### src/design/hsc_pkg.sv
// ----------------------------------------------------------------------------
// hsc_pkg
// Shared types, codes and code-layout functions for the SECDED codec.
// ----------------------------------------------------------------------------
package hsc_pkg;

    localparam int DATA_BITS = 57;
    localparam int CODE_BITS = 64;
    localparam int SYN_BITS  = 6;
    localparam int LEN_BITS  = 6;

    localparam logic [LEN_BITS-1:0] LEN_RESET = 6'd8;

    localparam logic FUNC_ENCODE = 1'b0;
    localparam logic FUNC_DECODE = 1'b1;

    localparam logic [1:0] ST_OK     = 2'd0;
    localparam logic [1:0] ST_SINGLE = 2'd1;
    localparam logic [1:0] ST_DOUBLE = 2'd2;
    localparam logic [1:0] ST_UNCORR = 2'd3;

    typedef struct packed {
        logic [SYN_BITS-1:0]  code_len;
        logic [CODE_BITS-1:0] pos_mask;
    } cfg_t;

    typedef struct packed {
        logic [CODE_BITS-1:0] word;
        logic [SYN_BITS-1:0]  syndrome;
        logic                 parity_fail;
        logic [1:0]           status;
    } result_t;

    // smallest p with d < 2^p - p, capped at 7
    function automatic int check_count(int d);
        int p;
        p = 0;
        for (int i = 0; i < 7; i++)
        begin
            if (d >= (1 << p) - p)
                p = p + 1;
        end
        return p;
    endfunction

    // code length n for a requested data length, clamped to fit max_bits
    function automatic logic [SYN_BITS-1:0] eff_code_len(logic [LEN_BITS-1:0] len,
                                                        int max_bits);
        int d;
        int best;
        d    = (len == '0) ? 1 : int'(len);
        best = 1 + check_count(1);
        for (int c = 1; c < 64; c++)
        begin
            if (c <= d && c + check_count(c) + 1 <= max_bits)
                best = c + check_count(c);
        end
        return best[SYN_BITS-1:0];
    endfunction

    function automatic logic [CODE_BITS-1:0] pos_mask_of(logic [SYN_BITS-1:0] n);
        logic [CODE_BITS-1:0] m;
        for (int i = 0; i < CODE_BITS; i++)
            m[i] = (i <= int'(n));
        return m;
    endfunction

    function automatic bit is_data_pos(int m);
        return (m >= 3) && ((m & (m - 1)) != 0);
    endfunction

    // data bit index held at a data position
    function automatic int data_index(int m);
        int k;
        k = 0;
        for (int j = 3; j < CODE_BITS; j++)
        begin
            if (j < m && is_data_pos(j))
                k = k + 1;
        end
        return k;
    endfunction

    // positions whose index has bit i set
    function automatic logic [CODE_BITS-1:0] pos_bit_mask(int i);
        logic [CODE_BITS-1:0] m;
        for (int j = 0; j < CODE_BITS; j++)
            m[j] = ((j >> i) & 1) != 0;
        return m;
    endfunction

endpackage

### src/design/hsc_cfg.sv
// ----------------------------------------------------------------------------
// hsc_cfg
// Data length register; holds the derived code length and position mask.
// ----------------------------------------------------------------------------
module hsc_cfg #(
    parameter int MAX_CODE_BITS = 64
) (
    input  logic                         clk,
    input  logic                         rst_n,
    input  logic                         cfg_wr_en,
    input  logic [hsc_pkg::LEN_BITS-1:0] cfg_wr_data,
    output hsc_pkg::cfg_t                cfg
);

    localparam logic [hsc_pkg::SYN_BITS-1:0] LEN_RST =
        hsc_pkg::eff_code_len(hsc_pkg::LEN_RESET, MAX_CODE_BITS);
    localparam logic [hsc_pkg::CODE_BITS-1:0] MASK_RST = hsc_pkg::pos_mask_of(LEN_RST);

    logic [hsc_pkg::SYN_BITS-1:0]  code_len_reg;
    logic [hsc_pkg::SYN_BITS-1:0]  code_len_next;
    logic [hsc_pkg::CODE_BITS-1:0] pos_mask_reg;
    logic [hsc_pkg::CODE_BITS-1:0] pos_mask_next;

    always_comb
    begin
        code_len_next = hsc_pkg::eff_code_len(cfg_wr_data, MAX_CODE_BITS);
        pos_mask_next = hsc_pkg::pos_mask_of(code_len_next);
    end

    always_ff @(posedge clk or negedge rst_n)
    begin
        if (!rst_n)
        begin
            code_len_reg <= LEN_RST;
            pos_mask_reg <= MASK_RST;
        end
        else if (cfg_wr_en)
        begin
            code_len_reg <= code_len_next;
            pos_mask_reg <= pos_mask_next;
        end
    end

    assign cfg.code_len = code_len_reg;
    assign cfg.pos_mask = pos_mask_reg;

endmodule

### src/design/hsc_core.sv
// ----------------------------------------------------------------------------
// hsc_core
// Single-pass encode / decode datapath: XOR trees, correction and status.
// ----------------------------------------------------------------------------
module hsc_core (
    input  hsc_pkg::cfg_t                 cfg,
    input  logic                          func,
    input  logic [hsc_pkg::DATA_BITS-1:0] data_word,
    input  logic [hsc_pkg::CODE_BITS-1:0] code_word,
    output hsc_pkg::result_t              res
);

    logic [hsc_pkg::CODE_BITS-1:0] scattered;
    logic [hsc_pkg::CODE_BITS-1:0] enc_data;
    logic [hsc_pkg::CODE_BITS-1:0] enc_word;
    logic [hsc_pkg::SYN_BITS-1:0]  enc_syn;
    logic [hsc_pkg::CODE_BITS-1:0] dec_in;
    logic [hsc_pkg::SYN_BITS-1:0]  dec_syn;
    logic                          dec_pf;
    logic [hsc_pkg::CODE_BITS-1:0] dec_flip;

    // data bits to their code positions
    for (genvar m = 0; m < hsc_pkg::CODE_BITS; m++)
    begin : g_place
        if (hsc_pkg::is_data_pos(m))
        begin : g_data
            assign scattered[m] = data_word[hsc_pkg::data_index(m)];
        end
        else
        begin : g_hole
            assign scattered[m] = 1'b0;
        end
    end

    assign enc_data = scattered & cfg.pos_mask;
    assign dec_in   = code_word & cfg.pos_mask;

    for (genvar i = 0; i < hsc_pkg::SYN_BITS; i++)
    begin : g_syn
        localparam logic [hsc_pkg::CODE_BITS-1:0] SEL = hsc_pkg::pos_bit_mask(i);
        assign enc_syn[i] = ^(enc_data & SEL);
        assign dec_syn[i] = ^(dec_in & SEL);
    end

    always_comb
    begin
        enc_word = enc_data;
        for (int i = 0; i < hsc_pkg::SYN_BITS; i++)
            enc_word[1 << i] = enc_syn[i];
        enc_word[0] = ^enc_word[hsc_pkg::CODE_BITS-1:1];
    end

    assign dec_pf   = ^dec_in;
    assign dec_flip = {{(hsc_pkg::CODE_BITS-1){1'b0}}, 1'b1} << dec_syn;

    always_comb
    begin
        res = '0;
        case (func)
            hsc_pkg::FUNC_ENCODE:
            begin
                res.word = enc_word;
            end
            hsc_pkg::FUNC_DECODE:
            begin
                res.word        = dec_in;
                res.syndrome    = dec_syn;
                res.parity_fail = dec_pf;
                if (dec_pf)
                begin
                    if (dec_syn <= cfg.code_len)
                    begin
                        res.word   = dec_in ^ dec_flip;
                        res.status = hsc_pkg::ST_SINGLE;
                    end
                    else
                    begin
                        res.status = hsc_pkg::ST_UNCORR;
                    end
                end
                else if (dec_syn != '0)
                begin
                    res.status = hsc_pkg::ST_DOUBLE;
                end
                else
                begin
                    res.status = hsc_pkg::ST_OK;
                end
            end
            default:
            begin
                res = '0;
            end
        endcase
    end

endmodule

### src/design/hamming_secded_codec.sv
// ----------------------------------------------------------------------------
// hamming_secded_codec
// Extended Hamming SECDED encoder / decoder with configurable data length.
// ----------------------------------------------------------------------------
// Pipeline: input register, then result register. Throughput: one transfer per
// cycle while out_stall does not hold the pipeline, set by the single XOR-tree
// pass between the two registers.
// Reset: pipeline empty, data length 8.
// ----------------------------------------------------------------------------
module hamming_secded_codec #(
    parameter int MAX_CODE_BITS = 64
) (
    input  logic                          clk,
    input  logic                          rst_n,
    input  logic                          cfg_wr_en,
    input  logic [hsc_pkg::LEN_BITS-1:0]  cfg_wr_data,
    input  logic                          in_valid,
    output logic                          in_stall,
    input  logic                          func,
    input  logic [hsc_pkg::DATA_BITS-1:0] data_word,
    input  logic [hsc_pkg::CODE_BITS-1:0] code_word,
    output logic                          out_valid,
    input  logic                          out_stall,
    output logic [hsc_pkg::CODE_BITS-1:0] out_word,
    output logic [hsc_pkg::SYN_BITS-1:0]  syndrome,
    output logic                          parity_fail,
    output logic [1:0]                    status
);

    hsc_pkg::cfg_t    cfg;
    hsc_pkg::result_t core_res;

    logic                          s1_valid_reg;
    logic                          s1_valid_next;
    logic                          s1_func_reg;
    logic [hsc_pkg::DATA_BITS-1:0] s1_data_reg;
    logic [hsc_pkg::CODE_BITS-1:0] s1_code_reg;
    logic                          out_valid_reg;
    logic                          out_valid_next;
    hsc_pkg::result_t              s2_res_reg;
    logic                          s1_load;
    logic                          s2_load;

    hsc_cfg #(
        .MAX_CODE_BITS (MAX_CODE_BITS)
    ) u_cfg (
        .clk         (clk),
        .rst_n       (rst_n),
        .cfg_wr_en   (cfg_wr_en),
        .cfg_wr_data (cfg_wr_data),
        .cfg         (cfg)
    );

    hsc_core u_core (
        .cfg       (cfg),
        .func      (s1_func_reg),
        .data_word (s1_data_reg),
        .code_word (s1_code_reg),
        .res       (core_res)
    );

    assign s2_load  = !out_valid_reg || !out_stall;
    assign in_stall = s1_valid_reg && !s2_load;
    assign s1_load  = in_valid && !in_stall;

    assign s1_valid_next  = s2_load ? in_valid : (s1_valid_reg || in_valid);
    assign out_valid_next = s2_load ? s1_valid_reg : out_valid_reg;

    always_ff @(posedge clk or negedge rst_n)
    begin
        if (!rst_n)
        begin
            s1_valid_reg  <= 1'b0;
            out_valid_reg <= 1'b0;
        end
        else
        begin
            s1_valid_reg  <= s1_valid_next;
            out_valid_reg <= out_valid_next;
        end
    end

    always_ff @(posedge clk)
    begin
        if (s1_load)
        begin
            s1_func_reg <= func;
            s1_data_reg <= data_word;
            s1_code_reg <= code_word;
        end
        if (s2_load && s1_valid_reg)
            s2_res_reg <= core_res;
    end

    assign out_valid   = out_valid_reg;
    assign out_word    = s2_res_reg.word;
    assign syndrome    = s2_res_reg.syndrome;
    assign parity_fail = s2_res_reg.parity_fail;
    assign status      = s2_res_reg.status;

    a_single_has_parity: assert property (@(posedge clk) disable iff (!rst_n)
        out_valid && status == hsc_pkg::ST_SINGLE |-> parity_fail)
        else $error("single correction without parity failure");

    a_double_shape: assert property (@(posedge clk) disable iff (!rst_n)
        out_valid && status == hsc_pkg::ST_DOUBLE |-> !parity_fail && syndrome != '0)
        else $error("double error flag inconsistent");

    a_uncorr_beyond: assert property (@(posedge clk) disable iff (!rst_n)
        out_valid && status == hsc_pkg::ST_UNCORR |->
            parity_fail && syndrome > cfg.code_len)
        else $error("uncorrectable flag with syndrome inside code");

    a_word_in_code: assert property (@(posedge clk) disable iff (!rst_n)
        out_valid |-> (out_word & ~cfg.pos_mask) == '0)
        else $error("result bits beyond code length");

    a_stall_only_full: assert property (@(posedge clk) disable iff (!rst_n)
        in_stall |-> s1_valid_reg && out_valid_reg && out_stall)
        else $error("input stalled with room in pipeline");

endmodule
### config.mk
export PLATFORM = sky130hd
export DESIGN_NAME = hamming_secded_codec
export DESIGN_NICKNAME = d
export VERILOG_FILES = /design/src/design/hsc_pkg.sv /design/src/design/hsc_cfg.sv /design/src/design/hsc_core.sv /design/src/design/hamming_secded_codec.sv
export SDC_FILE = /design/constraint.sdc
export NUM_CORES = 1
export LEC_CHECK = 0
export BUFFER_PORTS_ARGS = -buffer_cell sky130_fd_sc_hd__clkbuf_2
export CAP_MARGIN = 20
export CORE_MARGIN = 3
export CORE_UTILIZATION = 40
export CTS_BUF_LIST = sky130_fd_sc_hd__clkbuf_16
export CTS_CLUSTER_SIZE = 10
export DETAILED_ROUTE_END_ITERATION = 12
export PLACE_DENSITY_LB_ADDON = 0.25
export SLEW_MARGIN = 20
export SYNTH_ARGS = -nofsm -noshare
export SYNTH_HDL_FRONTEND = slang
export SYNTH_SLANG_ARGS = --single-unit
### constraint.sdc
create_clock -name clk -period 8.45 [get_ports clk]
set_input_delay 0.845 -clock clk [delete_from_list [all_inputs] [get_ports clk]]
set_output_delay 0.845 -clock clk [all_outputs]
set_load 0.005 [all_outputs]
==> impl_metrics.py <==
metrics = {
    "yosys": {
        "mux_contribution_to_synthesized_area_pct": 0.534,
        "post_synthesis_net_count": 1391,
        "synth-async-reset-ratio_pct": 26.8,
        "synth_top_area_cell": "edfxtp_1",
        "synth-edff-count": 194,
        "synth_seq_area_share_pct": 54.2,
        "syn-instance-count": 1252,
        "post_synth_xor_area_fraction_pct": 17.0,
        "dominant_combinational_cell_family_by_area_after_synthesis": "XOR/XNOR gates",
        "yosys-top-cells-area": "edfxtp_1 (41%), xnor2_1 (11%), dfrtp_1 (10%)",
        "ys.flop_type": "edfxtp_1",
        "synth_compound_gate_area_share_pct": 12.5,
        "synth-adder-area-share_pct": 0.534,
        "yosys_register_bits": 265,
        "post-synth-top-area-fraction_pct": 41.4,
        "synth_warnings": 0,
        "synth_simple_gate_area_share_pct": 12.6,
        "syn_area_per_cell_um2": 11.2,
        "synth_cell_type_count": 75,
        "netlist_area_um2": 14100,
    },
    "worst_setup_path": {
        "crit_path_end_kind": "flip-flop",
        "destination_of_the_worst_register_to_register_timing_path": "out_word[12]$_DFFE_PP_",
        "ff2ff_path_depth": 14,
        "worst-endpoint-arrival_ns": 6.58,
        "cp.required_ns": 8.72,
        "path_class": "reg -> reg",
        "cp-start-kind": "flip-flop",
        "reg2reg_from": "u_cfg.pos_mask_reg[63]$_DFFE_PN0P_",
        "regToRegSetupSlack_ns": 2.14,
        "worstPathMaxFanout": 21,
    },
    "clock_tree": {
        "post_cts_resize_count": 0,
        "tritoncts.num_buffers": 34,
        "worst_skew_pair.late_latency_ns": 0.55,
        "ctsHtreeMaxLevel": 2,
        "cts_sink_count": 265,
        "cts_tree": "done",
        "clockRootBuffer": "clkbuf_16",
        "cts_hold_repair.buffers": 0,
        "clkTransAtPathRegs_ns": 0.06,
        "cts.path.max_buffers": 3,
        "cts_post_setup_buffers_inserted": 0,
    },
    "status": {
        "status": "finished clean",
    },
    "sta": {
        "rsz0062_at_grt": "no",
        "finalSetupViolations": 0,
        "timing_max_transition_violations_final": 0,
        "fin_crit_sh_pct": 74.6,
        "layout_min_cycle_time_ns": 6.31,
        "timing.fmax_mhz": 159,
        "timing.clock.skew_ns": 0.0293,
        "finalSetupTns_ns": 0,
        "report.final.hold_viol_count": 0,
        "timing.max_slew.rel_slack_pct": 18.2,
        "worst-slew-pin-transition_ns": 1.22,
    },
    "power": {
        "total_leakage_power_nw": 6.55,
        "vdd_ir_drop_max_mv": 0.359,
        "power.density_cell_area_nw_per_um2": 409,
    },
    "grt": {
        "grt_pass1_wl_mm": 73.4,
        "grt.total_usage_pct": 26.7,
        "grt_antenna_before_repair": 0,
        "grt_remaining_overflow": 0,
        "number_of_global_route_vias_before_repair": 10900,
        "maximum_number_of_pins_on_one_net_before_global_route_repair": 93,
    },
    "drt": {
        "drcViolationCount": 0,
        "postRouteAntennaNets": 0,
        "total_iterations_of_the_first_detailed_routing_run": 6,
        "route.final.wire_length_mm": 50.9,
        "wl_per_cell_um": 26.3,
        "detail_route.iter0.violations": 1565,
        "detail_route.vias_per_cell": 5.72,
        "vias": 11000,
    },
    "place": {
        "post-dp-hpwl_mm": 38.9,
        "placedCellCount": 1874,
        "placement.io_buffers": 207,
        "place_congestion": 0.961,
    },
    "worst_hold_path": {
        "hold_path_class": "in -> async",
    },
    "cells_and_area": {
        "diodes": 0,
        "layout-drive-gt1-share_pct": 21.2,
        "final-instance-count-excl-fill": 1933,
        "layout.cells.most_common": "clkbuf_2",
        "total_number_of_nets_in_the_final_design": 1594,
        "most-common-layout-cells": "clkbuf_2 (206), edfxtp_1 (194), nand2_1 (193)",
        "synthToLayoutAreaGrowth_pct": 18.1,
    },
    "run": {
        "maxCapViolations": 0,
    },
    "die": {
        "start_util_pct": 40.6,
        "die_w_um": 194,
        "die_height_um": 194,
        "die_ar_um2": 37500,
        "floorplan.io_pins": 208,
        "standard_cell_core_area_um2": 34600,
        "fp-row-count": 68,
    },
}
-- worst max-delay path by stage --
stage	from	end	slack [ns]	cells past startpoint
2_1_floorplan	out_stall	out_word[0]$_DFFE_PP_	1.75	1
3_3_place_gp	s1_code_reg[63]$_DFFE_PP_	out_word[35]$_DFFE_PP_	2.28	15
3_5_place_dp	s1_code_reg[63]$_DFFE_PP_	out_word[35]$_DFFE_PP_	2.32	15
4_1_cts	s1_code_reg[63]$_DFFE_PP_	out_word[35]$_DFFE_PP_	2.28	15
5_1_grt	u_cfg.pos_mask_reg[63]$_DFFE_PN0P_	out_word[63]$_DFFE_PP_	1.98	15
6_report	u_cfg.pos_mask_reg[63]$_DFFE_PN0P_	out_word[12]$_DFFE_PP_	2.14	14
-- synth_stat cells (all sizes together), types with 4 or more instances --
master and number:
a21o 13, a21oi 68, a221oi 4, a31o 4, a31oi 5, a41oi 6
and2 18, buf 11, clkbuf 43, dfrtp 57, dfstp 14, edfxtp 194
ha 6, inv 36, mux2 4, nand2 194, nand3 25, nand4 20
nor2 74, nor2b 17, nor3 5, nor4 11, o2111ai 11, o211ai 15
o21a 7, o21ai 48, o221ai 10, o22ai 9, o2bb2ai 13, o311ai 14
o31ai 10, o32a 4, or2 8, or3b 4, xnor2 169, xnor3 21
xor2 39, xor3 4
-- cell families after synthesis --
logic type	Yosys count
xor+xnor	233
simple gates	388
fa+ha+maj	6
buf+inv	93
flops	265
mux	7
compound gates	260
-- metal layers --
metal	share of wire, %	global-route usage (%)
met1	42	37.5
met5	0	0
met4	4.0	10.7
met3	8.6	4.09
met2	46	41.8
-- report_power, final --
part           switching (mW)  internal [mW]  total [mW]
registers              0.0906           1.61        1.70
logic                    2.68           1.07        3.75
clock network           0.541          0.804        1.35
-- cell type report --
type	instances	area [um^2]
fillers	3198	18000
flip-flops and latches	265	7620
multi-input cells	894	6110
clock buffers	35	876
inverters	39	146
well taps	455	569
repair buffers	221	1150
clock inverters	24	150
-- worst max-delay path: stages (launching register included) --
cell	delay [ns]
dfrtp_1	0.41
and2_1	0.26
xnor2_1	0.53
xnor2_1	0.30
xor2_1	0.35
xnor3_1	0.49
xor2_2	0.13
buf_4	0.32
clkinv_1	0.55
ha_1	0.43
a2111o_1	0.41
a21oi_4	0.48
nand3_1	0.66
o311ai_0	0.56
o31ai_1	0.14
-- through the flow --
| step | power [mW] | hold slack (ns) | instance area, um^2 | setup slack, ns | utilization, % |
|---|---|---|---|---|---|
| 2_1_floorplan | 4.03 | 0.443 | 14100 | 1.75 | - |
| 3_3_place_gp | 5.33 | 0.463 | 15600 | 2.28 | 45.0 |
| 3_5_place_dp | 5.34 | 0.475 | 15600 | 2.32 | 45.0 |
| 4_1_cts | 6.71 | 0.463 | 16600 | 2.28 | 48.0 |
| 5_1_grt | 7.04 | 0.384 | 16600 | 1.98 | 48.0 |
| 6_report | 6.80 | 0.332 | 16600 | 2.14 | 48.0 |
(Power assumes the default switching activity.)
